<file path="config.mk">
export PLATFORM = sky130hd
export DESIGN_NAME = ras_ctrl
export DESIGN_NICKNAME = d
export VERILOG_FILES = /design/src/ras_pkg.sv /design/src/ras_ctrl.sv
export SDC_FILE = /design/constraint.sdc
export NUM_CORES = 1
export LEC_CHECK = 0
export BUFFER_PORTS_ARGS = -buffer_cell sky130_fd_sc_hd__buf_4
export CORE_MARGIN = 2
export CORE_UTILIZATION = 60
export DETAILED_ROUTE_END_ITERATION = 10
export GPL_TIMING_DRIVEN = 0
export PLACE_DENSITY_LB_ADDON = 0.12
export SYNTH_ARGS = -nofsm -noshare
export SYNTH_HDL_FRONTEND = slang
export SYNTH_SLANG_ARGS = --single-unit
</file>
<file path="constraint.sdc">
create_clock -name clk -period 4 [get_ports clk]
set_clock_uncertainty 0.1 [all_clocks]
set_input_delay 0.6 -clock clk [delete_from_list [all_inputs] [get_ports clk]]
set_output_delay 0.6 -clock clk [all_outputs]
set_load 0.03 [all_outputs]
</file>
<file path="src/ras_pkg.sv">
// Shared types and constants for the rectangular assignment solver.
// Used by the controller, the datapath and the top level; depends on nothing.
package ras_pkg;

    typedef logic [3:0] op_t;

    localparam op_t OP_NONE       = 4'd0;
    localparam op_t OP_LOAD       = 4'd1;
    localparam op_t OP_CLEAR      = 4'd2;
    localparam op_t OP_MIN_INIT   = 4'd3;
    localparam op_t OP_RED_MIN    = 4'd4;
    localparam op_t OP_RED_SUB    = 4'd5;
    localparam op_t OP_CLR_ROWCOV = 4'd6;
    localparam op_t OP_ADJ_MIN    = 4'd7;
    localparam op_t OP_ADJ_T      = 4'd8;
    localparam op_t OP_ADJ_WR     = 4'd9;
    localparam op_t OP_PRIME      = 4'd10;
    localparam op_t OP_AUG_STEP   = 4'd11;
    localparam op_t OP_REB_CLR    = 4'd12;
    localparam op_t OP_REB        = 4'd13;
    localparam op_t OP_TOT_CLR    = 4'd14;
    localparam op_t OP_EMIT       = 4'd15;

    localparam logic REG_ROWS = 1'b0;
    localparam logic REG_COLS = 1'b1;

    localparam logic [19:0] TOTAL_MAX = 20'hFFFFF;

    typedef struct packed {
        op_t  op;
        logic col_mode;
        logic out_addr;
        logic last;
    } cmd_t;

    typedef struct packed {
        logic col_cov;
        logic row_cov;
        logic rd_zero;
        logic row_star;
        logic cover_done;
        logic map_v;
        logic map_prime_v;
        logic out_free;
    } stat_t;

endpackage

</file>
<file path="src/ras_ctrl.sv">
// Controller of the assignment solver: load counters and the solve sequencer
// that steps the datapath through the matrix. Depends on ras_pkg.
module ras_ctrl
    import ras_pkg::*;
#(
    parameter int MAX_DIM = 16
)(
    input  logic                         clk,
    input  logic                         rst_n,
    input  logic [$clog2(MAX_DIM+1)-1:0] nr,
    input  logic [$clog2(MAX_DIM+1)-1:0] nc,
    input  logic                         cfg_wr,
    input  logic                         in_valid,
    output logic                         in_ready,
    input  stat_t                        stat,
    input  logic [$clog2(MAX_DIM)-1:0]   map_prime_col,
    output cmd_t                         cmd,
    output logic [$clog2(MAX_DIM)-1:0]   r,
    output logic [$clog2(MAX_DIM)-1:0]   c,
    output logic [$clog2(MAX_DIM+1)-1:0] min_dim
);

    localparam int IDX_W = $clog2(MAX_DIM);
    localparam int DIM_W = $clog2(MAX_DIM + 1);

    localparam logic [3:0] S_LOAD    = 4'd0;
    localparam logic [3:0] S_CLR     = 4'd1;
    localparam logic [3:0] S_RMIN    = 4'd2;
    localparam logic [3:0] S_RSUB    = 4'd3;
    localparam logic [3:0] S_REND    = 4'd4;
    localparam logic [3:0] S_COUNT   = 4'd5;
    localparam logic [3:0] S_PRIME   = 4'd6;
    localparam logic [3:0] S_ADJ_MIN = 4'd7;
    localparam logic [3:0] S_ADJ_UPD = 4'd8;
    localparam logic [3:0] S_AUG     = 4'd9;
    localparam logic [3:0] S_REB_CLR = 4'd10;
    localparam logic [3:0] S_REB     = 4'd11;
    localparam logic [3:0] S_OUT     = 4'd12;

    logic [3:0] state_reg, state_next;
    logic [IDX_W-1:0] r_reg, r_next, c_reg, c_next;
    logic [1:0] ph_reg, ph_next;
    logic found_reg, found_next;

    logic col_mode, r_last, c_last, inner_last, outer_last, inner0;

    assign col_mode   = (nr > nc);
    assign min_dim    = col_mode ? nc : nr;
    assign r_last     = (DIM_W'(r_reg) == nr - 1'b1);
    assign c_last     = (DIM_W'(c_reg) == nc - 1'b1);
    assign inner_last = col_mode ? r_last : c_last;
    assign outer_last = col_mode ? c_last : r_last;
    assign inner0     = col_mode ? (r_reg == '0) : (c_reg == '0);
    assign in_ready   = (state_reg == S_LOAD);
    assign r = r_reg;
    assign c = c_reg;

    always_comb
    begin
        logic adv_col;
        logic fnd;
        adv_col      = 1'b0;
        fnd          = found_reg;
        state_next   = state_reg;
        r_next       = r_reg;
        c_next       = c_reg;
        ph_next      = ph_reg;
        found_next   = found_reg;
        cmd.op       = OP_NONE;
        cmd.col_mode = col_mode;
        cmd.out_addr = 1'b0;
        cmd.last     = 1'b0;
        unique case (state_reg)
            S_LOAD:
            begin
                if (in_valid)
                begin
                    cmd.op = OP_LOAD;
                    if (c_last)
                    begin
                        c_next = '0;
                        if (r_last)
                        begin
                            r_next     = '0;
                            state_next = S_CLR;
                        end
                        else
                        begin
                            r_next = r_reg + 1'b1;
                        end
                    end
                    else
                    begin
                        c_next = c_reg + 1'b1;
                    end
                end
                if (cfg_wr)
                begin
                    r_next     = '0;
                    c_next     = '0;
                    state_next = S_LOAD;
                end
            end
            S_CLR:
            begin
                cmd.op     = OP_CLEAR;
                r_next     = '0;
                c_next     = '0;
                ph_next    = 2'd0;
                state_next = S_RMIN;
            end
            S_RMIN:
            begin
                if (ph_reg == 2'd0)
                begin
                    if (inner0)
                    begin
                        cmd.op = OP_MIN_INIT;
                    end
                    ph_next = 2'd1;
                end
                else
                begin
                    cmd.op  = OP_RED_MIN;
                    ph_next = 2'd0;
                    if (inner_last)
                    begin
                        if (col_mode) r_next = '0; else c_next = '0;
                        state_next = S_RSUB;
                    end
                    else if (col_mode)
                    begin
                        r_next = r_reg + 1'b1;
                    end
                    else
                    begin
                        c_next = c_reg + 1'b1;
                    end
                end
            end
            S_RSUB:
            begin
                if (ph_reg == 2'd0)
                begin
                    ph_next = 2'd1;
                end
                else
                begin
                    cmd.op  = OP_RED_SUB;
                    ph_next = 2'd0;
                    if (inner_last)
                    begin
                        if (col_mode) r_next = '0; else c_next = '0;
                        if (outer_last)
                        begin
                            if (col_mode) c_next = '0; else r_next = '0;
                            state_next = S_REND;
                        end
                        else
                        begin
                            if (col_mode) c_next = c_reg + 1'b1;
                            else r_next = r_reg + 1'b1;
                            state_next = S_RMIN;
                        end
                    end
                    else if (col_mode)
                    begin
                        r_next = r_reg + 1'b1;
                    end
                    else
                    begin
                        c_next = c_reg + 1'b1;
                    end
                end
            end
            S_REND:
            begin
                cmd.op     = OP_CLR_ROWCOV;
                state_next = S_COUNT;
            end
            S_COUNT:
            begin
                r_next  = '0;
                c_next  = '0;
                ph_next = 2'd0;
                if (stat.cover_done)
                begin
                    cmd.op     = OP_TOT_CLR;
                    state_next = S_OUT;
                end
                else
                begin
                    found_next = 1'b0;
                    state_next = S_PRIME;
                end
            end
            S_PRIME:
            begin
                if (ph_reg == 2'd0)
                begin
                    ph_next = 2'd1;
                end
                else
                begin
                    ph_next = 2'd0;
                    if (stat.col_cov)
                    begin
                        adv_col = 1'b1;
                    end
                    else if (stat.row_cov || !stat.rd_zero)
                    begin
                        if (r_last) adv_col = 1'b1;
                        else r_next = r_reg + 1'b1;
                    end
                    else
                    begin
                        cmd.op = OP_PRIME;
                        if (!stat.row_star)
                        begin
                            state_next = S_AUG;
                        end
                        else
                        begin
                            fnd     = 1'b1;
                            adv_col = 1'b1;
                        end
                    end
                    if (adv_col)
                    begin
                        r_next = '0;
                        if (c_last)
                        begin
                            c_next     = '0;
                            found_next = 1'b0;
                            if (!fnd)
                            begin
                                state_next = S_ADJ_MIN;
                            end
                        end
                        else
                        begin
                            c_next     = c_reg + 1'b1;
                            found_next = fnd;
                        end
                    end
                end
            end
            S_ADJ_MIN:
            begin
                if (ph_reg == 2'd0)
                begin
                    if (r_reg == '0 && c_reg == '0)
                    begin
                        cmd.op = OP_MIN_INIT;
                    end
                    ph_next = 2'd1;
                end
                else
                begin
                    cmd.op  = OP_ADJ_MIN;
                    ph_next = 2'd0;
                    if (c_last)
                    begin
                        c_next = '0;
                        if (r_last)
                        begin
                            r_next     = '0;
                            state_next = S_ADJ_UPD;
                        end
                        else
                        begin
                            r_next = r_reg + 1'b1;
                        end
                    end
                    else
                    begin
                        c_next = c_reg + 1'b1;
                    end
                end
            end
            S_ADJ_UPD:
            begin
                if (ph_reg == 2'd0)
                begin
                    ph_next = 2'd1;
                end
                else if (ph_reg == 2'd1)
                begin
                    cmd.op  = OP_ADJ_T;
                    ph_next = 2'd2;
                end
                else
                begin
                    cmd.op  = OP_ADJ_WR;
                    ph_next = 2'd0;
                    if (c_last)
                    begin
                        c_next = '0;
                        if (r_last)
                        begin
                            r_next     = '0;
                            found_next = 1'b0;
                            state_next = S_PRIME;
                        end
                        else
                        begin
                            r_next = r_reg + 1'b1;
                        end
                    end
                    else
                    begin
                        c_next = c_reg + 1'b1;
                    end
                end
            end
            S_AUG:
            begin
                cmd.op = OP_AUG_STEP;
                if (stat.map_v && stat.map_prime_v)
                begin
                    c_next = map_prime_col;
                end
                else
                begin
                    state_next = S_REB_CLR;
                end
            end
            S_REB_CLR:
            begin
                cmd.op     = OP_REB_CLR;
                r_next     = '0;
                c_next     = '0;
                state_next = S_REB;
            end
            S_REB:
            begin
                cmd.op = OP_REB;
                if (r_last)
                begin
                    r_next     = '0;
                    state_next = S_COUNT;
                end
                else
                begin
                    r_next = r_reg + 1'b1;
                end
            end
            S_OUT:
            begin
                cmd.out_addr = 1'b1;
                cmd.last     = r_last;
                if (ph_reg == 2'd0)
                begin
                    ph_next = 2'd1;
                end
                else if (stat.out_free)
                begin
                    cmd.op  = OP_EMIT;
                    ph_next = 2'd0;
                    if (r_last)
                    begin
                        r_next     = '0;
                        c_next     = '0;
                        state_next = S_LOAD;
                    end
                    else
                    begin
                        r_next = r_reg + 1'b1;
                    end
                end
            end
            default:
            begin
                state_next = S_LOAD;
            end
        endcase
    end

    always_ff @(posedge clk or negedge rst_n)
    begin
        if (!rst_n)
        begin
            state_reg <= S_LOAD;
            r_reg     <= '0;
            c_reg     <= '0;
            ph_reg    <= 2'd0;
            found_reg <= 1'b0;
        end
        else
        begin
            state_reg <= state_next;
            r_reg     <= r_next;
            c_reg     <= c_next;
            ph_reg    <= ph_next;
            found_reg <= found_next;
        end
    end

endmodule

</file>
==> run_results.csv <==
group,metric,value,unit
synthesis,yosysTopAreaCell,"dfrtp_1",
final_layout,drive_above_1_share,0.210,
cts,ctsResizeCount,0,
pwr,ir_worst_vdd,0.364,mV
pwr,clockPowerShare,0.079,
critical_path,arrival,3.08,ns
synthesis,syn_inst,327,
grt,grt.total_usage,0.359,
synthesis,ys_async_sr_fraction,1.00,
run,cap_violations,0,
pwr,p_switching,0.884,mW
synthesis,synth_cell_types,67,
floorplan,die_area,4380,µm²
cts,cts_tree,"yes",
floorplan,die_w,66.1,µm
synthesis,synth_top_cell_area_share,0.162,
critical_path,worst_setup_path_end_kind,"output pin",
critical_path,startpoint_type,"primary input",
cts,post-cts-setup-buffers,0,
cts,cts_buffers,3,
grt,antenna_found_initial,0,
floorplan,io_pins,47,
critical_path,worstSetupPathType,"primary input to output pin",
cts,clkTransAtPathRegs,0.06,ns
floorplan,core,3690,µm²
routing,wirelength,7.38,mm
sta,hold_viol,0,
routing,drtAntennaViolNets,0,
pwr,p_seq_frac,0.183,
sta,fin_tns_setup,0,ns
final_layout,num_antenna_cells,0,
final_layout,final_common_cell,"buf_4",
sta,setup_viol,0,
synthesis,avgSynthCellArea,7.09,µm²
grt,grt_remaining_overflow,0,
sta,drv_slew,0,
critical_path,max_stage_delay,0.39,ns
cts,htree_num_levels,1,
cts,root_buffer,"clkbuf_8",
pwr,p_int,0.749,mW
sta,fmaxAchievable,265,MHz
synthesis,synth-edff-count,0,
synthesis,ys_ff_latch,15,
place,port_buffers,46,
floorplan,die_height,66.1,µm
pwr,power_density,590,nW/µm²
routing,routedWlPerCell,17.4,µm
sta,tightest_slew,0.977,ns
pwr,combPwrFrac,0.738,
final_layout,final_cell_mix,"50 x buf_4, 34 x nand2_1, 32 x nor2_1, 24 x o21ai_0",
worst_hold_path,min_path_type,"primary input to asynchronous set/reset pin",
critical_path,cp.required,3.30,ns
critical_path,crit_buf_inv,5,
routing,dr_total_vias,2852,
final_layout,nets,417,
synthesis,synth.area.top_cells,"dfrtp_1 16%, ha_1 7.0%, nand2_1 5.5%",
synthesis,netlist_area,2320,µm²
synthesis,yosysSeqAreaShare,0.162,
cts,clock-sinks,15,
synthesis,ys.flop_type,"dfrtp_1",
place,gp_congestion,0.972,
critical_path,cp_max_fo,11,
synthesis,synth.yosys.warnings,0,
routing,vias_per_cell,6.71,
routing,drtPass1Iterations,5,
sta,post-route-period-util,0.945,
cts,clockBufferDepth,2,
sta,rsz0062_at_grt,"no",
sta,worst_slew_margin_rel,0.340,
critical_path,cpMaxStageDelayCell,"o21ai_0",
floorplan,rows,22,
cts,hold_buffers,0,
grt,grt_max_degree,16,
place,hpwl,5.73,mm
pwr,leakage,1.22,nW
grt,grt_pass1_wl,12.2,mm
synthesis,syn_nets,366,
grt,grt_pass1_vias,2585,
outcome,outcome,"completed",
floorplan,initial_utilization,0.628,
routing,route.detailed.drc,0,
cts,clock_latency,0.26,ns
final_layout,area_delta_synth_final,19.5,%
pwr,switching_share,0.541,
routing,drtIter0Drc,388,
critical_path,path_cells,"buf_4, inv_1, ha_1, and3_1, and3_1, a21o_1, inv_1, clkbuf_1, a22oi_1, o21ai_0, a31o_2, buf_4",
final_layout,fin_util,0.751,
critical_path,cpLargestDelayFamily,"compound AO/OA/AOI/OAI gates",
sta,fin_crit,3.78,ns
cells in the mapped netlist (3+ instances only):
| cell type | instances |
|---|---|
| nand2b_1 | 12 |
| nor2b_1 | 4 |
| a21oi_1 | 19 |
| mux2i_1 | 3 |
| a22o_1 | 3 |
| mux2_2 | 3 |
| xnor2_1 | 5 |
| nor2_1 | 32 |
| xor2_1 | 5 |
| ha_1 | 13 |
| o21ai_0 | 24 |
| nand3_1 | 11 |
| a211oi_1 | 6 |
| nor3_1 | 16 |
| a31oi_1 | 5 |
| nand4_1 | 3 |
| clkbuf_1 | 6 |
| buf_4 | 4 |
| buf_2 | 7 |
| o22ai_1 | 5 |
| inv_1 | 19 |
| nand2_1 | 34 |
| and3_1 | 5 |
| a221o_1 | 5 |
| nand3b_1 | 3 |
| dfrtp_1 | 15 |
| a31o_2 | 4 |
metrics by stage:
| stage | setup slack [ns] | instance area (µm²) | total power, mW | hold WS (ns) | cells |
|---|---|---|---|---|---|
| detailed placement | 0.288 | 2720 | 1.47 | 0.373 | 421 |
| floorplan | 0.801 | 2320 | 1.14 | 0.204 | 327 |
| global placement | 0.314 | 2720 | 1.45 | 0.372 | 421 |
| finish | 0.222 | 2770 | 1.63 | 0.0887 | 425 |
| CTS | 0.265 | 2770 | 1.61 | 0.0940 | 425 |
| global route | 0.0316 | 2770 | 1.76 | 0.107 | 425 |
final timing paths:
path | startpoint | to | slack, ns | cells after the start
worst max-delay path | nc[4] | cmd[3] | 0.22 | 12
worst min-delay path | rst_n | c[1] | 0.09 | 1
worst max register to register | c[2] | state_reg[2] | 1.36 | 9
worst min register to register | found_reg | found_reg | 0.47 | 2
max in group asynchronous | rst_n | state_reg[2] | 3.52 | 1
min in group clk | found_reg | found_reg | 0.47 | 2
power by group through the flow:
stage	Combinational, mW	Sequential [mW]	Clock [mW]
finish	1.21	0.298	0.129
global route	1.32	0.307	0.137
CTS	1.18	0.295	0.132
detailed placement	1.18	0.300	0
global placement	1.15	0.297	0
floorplan	0.781	0.358	0
layout make-up:
cell class,count,area [µm²]
clock buffers,3,41.3
plain buffers,20,106
multi-input cells,272,1760
inverters,20,75.1
repair buffers,46,345
fillers,325,920
clock inverters,1,5.00
well taps,48,60.1
flip-flops and latches,15,375
per-layer routing:
| layer | part of all wire | up-vias | track usage |
|---|---|---|---|
| met5 | 0 | - | 0 |
| met4 | 0.024 | 0 | 0.0995 |
| met3 | 0.10 | 19 | 0.0852 |
| met2 | 0.44 | 167 | 0.549 |
| met1 | 0.43 | 1343 | 0.502 |
| li1 | - | 1323 | - |
logic make-up after synthesis:
kind of cell,synth area share
adder cells (fa/ha/maj),0.0745
buffers and inverters,0.0783
multiplexers,0.0275
AND/OR/NAND/NOR,0.284
AO/OA/AOI/OAI,0.336
flip-flops,0.162
XOR/XNOR,0.0378
No activity file was read; power rests on OpenSTA's default activity.
